--- src/rtl/c2d_ram.sv ---
`default_nettype none

module c2d_ram #(
  parameter int WIDTH = 16,
  parameter int DEPTH = 256
) (
  input  wire logic                                       clk,
  input  wire logic                                       we,
  input  wire logic [((DEPTH > 1) ? $clog2(DEPTH) : 1)-1:0] wr_addr,
  input  wire logic [WIDTH-1:0]                           wr_data,
  input  wire logic                                       re,
  input  wire logic [((DEPTH > 1) ? $clog2(DEPTH) : 1)-1:0] rd_addr,
  output logic      [WIDTH-1:0]                           rd_data
);

  logic [WIDTH-1:0] mem [DEPTH];
  logic [WIDTH-1:0] rd_data_r;

  always_ff @(posedge clk) begin
    if (we) begin
      mem[wr_addr] <= wr_data;
    end
    if (re) begin
      rd_data_r <= mem[rd_addr];
    end
  end

  assign rd_data = rd_data_r;

endmodule

`default_nettype wire

--- config.mk ---
export PLATFORM = sky130hd
export DESIGN_NAME = c2d_ram
export DESIGN_NICKNAME = d
export VERILOG_FILES = /design/src/rtl/c2d_ram.sv
export SDC_FILE = /design/constraint.sdc
export NUM_CORES = 2
export LEC_CHECK = 0
export BUFFER_PORTS_ARGS = -buffer_cell sky130_fd_sc_hd__buf_2
export CORE_ASPECT_RATIO = 1.25
export CORE_MARGIN = 2
export CORE_UTILIZATION = 54
export CTS_CLUSTER_SIZE = 30
export DETAILED_ROUTE_END_ITERATION = 10
export GPL_TIMING_DRIVEN = 0
export PLACE_DENSITY = 0.71
export SLEW_MARGIN = 20
export SYNTH_ARGS = -nofsm -noshare
export SYNTH_HDL_FRONTEND = slang
export SYNTH_SLANG_ARGS = --single-unit
export TNS_END_PERCENT = 50
--- constraint.sdc ---
create_clock -name clk -period 2.9 [get_ports clk]
set_clock_uncertainty 0.15 [all_clocks]
set_input_delay 0.29 -clock clk [delete_from_list [all_inputs] [get_ports clk]]
set_output_delay 0.29 -clock clk [all_outputs]
set_load 0.03 [all_outputs]
==> flow_summary.toml <==
[setup_path]
cp_top_family = "buffers and inverters"
worstSetupPathType = "primary input to register"
r2r-start = "mem[59][7]$_DFFE_PP_"
critPathMaxStageDelay_ns = 0.63
cp-startpoint = "rd_addr[4]"
critPathLaunchType = "primary input"
cp_max_fo = 11
path_cells = "clkbuf_2 > inv_1 > buf_2 > clkbuf_4 > mux2i_1 > a22oi_2 > nand4_1 > nor4_4"
cp_num_buf_inv = 4
crit_slowest_cell = "buf_2"
crit_required_ns = 3.40
end_kind = "register"
crit_arrival_ns = 3.70

[route]
vias_per_cell = 6.797
wirelength_mm = 502.4
wl_per_cell_um = 40.73
num_vias = 83840
drcViolationCount = 4
detail-route-antenna-nets = 0
drt_first_pass_iters = 11
drt_iter0_markers = 12090

[clocking]
htreeDepth = 5
cts_sinks = 4112
cts-root-buf = "clkbuf_16"
cts_tree = "done"
clk_latency_ns = 0.96
cts_buffers = 391
cts.clk_slew.worst_paths_ns = 0.06
cts_buffer_depth = 4

[timing]
rsz0062_at_grt = "yes"
slew_headroom = 0.2398
setup_viol = 268
drv_slew = 0
hold_viol = 0
finalCritPeriodShare = 1.102
period_minus_slack_ns = 3.194
fmax_ghz = 0.3130
fin_tns_setup_ns = -16.58
worst_slack_ns = -0.2945
tightest_slew_ns = 1.137

[cells_and_area]
final_area_mm2 = 0.1854
final_net_count = 8121
final_cell_mix = "edfxtp_1, mux4_2, mux2i_1"
drive_gt1_frac = 0.3227
fin_cells = 12340
area_delta_synth_final_pct = 16.67
layout_commonest_cell = "edfxtp_1"

[global_routing]
grt_max_degree = 133
antenna_found_initial = 28
grt_pass1_wl_mm = 677.5
grtUsageTotal = 0.3357
grt_pass1_vias = 82790
grt-ovfl-total = 0

[floorplan]
io_pins = 51
fp-row-count = 222
start_util = 0.5427
core_mm2 = 0.2928
die_w_um = 489.2
die_y_um = 610.4
fp.dieArea_mm2 = 0.2986

[pwr]
power.density_mw_per_mm2 = 674.1
p_leak_nw = 58.57
max-vdd-ir-drop_mv = 0.5883

[placement]
dp_hpwl_mm = 344.9
post-place-ws_ns = -2.756
dp.cells = 11560
place_congestion = 1.117
port-buffer-count = 40
placed_cell_area_mm2 = 0.1690

[min_path]
hp-start = "wr_addr[0]"
worstHoldPathType = "primary input to register"

[yosys]
ys_ff_latch = 4112
synth_cells = 7360
ys_seq_area_frac = 0.7772
syn_avg_cell_area_um2 = 21.59
async_flop_share = 0
ys_warn_count = 0
synthFlopType = "edfxtp_1"
synth_edf_count = 4112
netlist_area_mm2 = 0.1589
synth_fp_nets = 7395
synth_cell_types = 51

[status]
status = "finished, violations left"
violations = "design-rule violations, negative setup slack"

[job]
cap_violations = 0
repair_timing:
| action | CTS | global route |
|---|---|---|
| hold endpoints to repair | 1652 | 0 |
| endpoints found under the setup margin | 872 | 291 |
| pin swaps | 50 | 43 |
| setup buffers | 15 | 18 |
| resized for setup | 568 | 230 |
| hold buffers | 20 | 0 |
routing by layer:
| metal | vias to the layer above | global-route usage | share of wire | routed length [um] |
|---|---|---|---|---|
| li1 | 32810 | - | - | - |
| met1 | 43540 | 0.4062 | 0.33 | 163700 |
| met2 | 6036 | 0.5243 | 0.47 | 237200 |
| met3 | 1449 | 0.07155 | 0.10 | 52160 |
| met4 | 6 | 0.2706 | 0.098 | 49310 |
| met5 | - | 0.0001628 | 0.000076 | 38 |
power by group:
part	total (mW)	switching (mW)	leakage, nW	internal (mW)
combinational	8.02	5.48	15.4	2.54
clock	51.4	22.4	6.19	29.0
sequential	65.6	0.0364	37.0	65.5
layout make-up:
cell class                 count  area [um^2]
antenna                       16        40.04
buffer                       451         3517
clock buffer                 461        10240
clock inverter               245         2426
fill                       19290       107400
inverter                       4        21.27
multi-input combinational   2792        36140
sequential                  4112       123500
tap                         3920         4905
timing repair buffer         334         4596
tightest hold or removal path: stages:
cell	delay, ns
clkbuf_1	0.24
nand3_1	0.31
nor2_2	0.12
synth_stat cells (11+ instances only):
| library cell | n | area share |
|---|---|---|
| buf_2 | 76 | 0.0024 |
| clkbuf_1 | 230 | 0.0054 |
| mux2_2 | 88 | 0.0062 |
| o32ai_1 | 20 | 0.0011 |
| edfxtp_1 | 4112 | 0.78 |
| buf_4 | 26 | 0.0012 |
| mux2i_1 | 565 | 0.036 |
| nand4_1 | 26 | 0.0010 |
| o31ai_1 | 16 | 0.00076 |
| nor4_1 | 17 | 0.00067 |
| a221oi_1 | 28 | 0.0015 |
| and3_1 | 11 | 0.00043 |
| o21ai_0 | 37 | 0.0012 |
| nand2_1 | 38 | 0.00090 |
| a22oi_1 | 43 | 0.0020 |
| nor2_1 | 304 | 0.0072 |
| nor3_1 | 92 | 0.0029 |
| buf_8 | 11 | 0.0010 |
| buf_6 | 77 | 0.0055 |
| mux4_2 | 797 | 0.11 |
| buf_1 | 27 | 0.00064 |
| o22ai_1 | 148 | 0.0058 |
| nand3_1 | 35 | 0.0011 |
| o221ai_1 | 252 | 0.014 |
| a211oi_1 | 18 | 0.00085 |
| a22o_1 | 32 | 0.0018 |
| a21oi_1 | 175 | 0.0055 |
metrics by stage:
| stage | hold slack [ns] | total power [mW] | utilization |
|---|---|---|---|
| 2_1_floorplan | 0.2389 | 70.13 | - |
| 3_3_place_gp | 0.5505 | 73.89 | 0.5601 |
| 3_5_place_dp | 0.5358 | 74.02 | 0.5772 |
| 4_1_cts | 0.01084 | 124.7 | 0.6298 |
| 5_1_grt | 0.08579 | 127.2 | 0.6331 |
| 6_report | 0.07795 | 124.9 | 0.6332 |
path summary, 6_finish.rpt:
kind                                  to  slack (ns)  cells after the start
setup reg to reg    rd_data[7]$_DFFE_PP_       -0.03                      5
hold / removal    mem[151][12]$_DFFE_PP_        0.08                      3
hold reg to reg     rd_data[1]$_DFFE_PP_        1.13                      6
setup / recovery    rd_data[8]$_DFFE_PP_       -0.29                      8
logic make-up (layout without fill, tap and decap cells):
family,Yosys count,in the layout,share of synthesized area
buffers and inverters,456,1495,0.01692
multiplexers,1450,1450,0.1548
AND/OR/NAND/NOR,556,556,0.01573
other,0,16,0
flip-flops,4112,4112,0.7772
AO/OA/AOI/OAI,786,786,0.03534
registers in the layout, summed over array words and instances (netlist names):
name / count
rd_data: 16
mem: 4096
No activity file was read; power rests on OpenSTA's default activity.
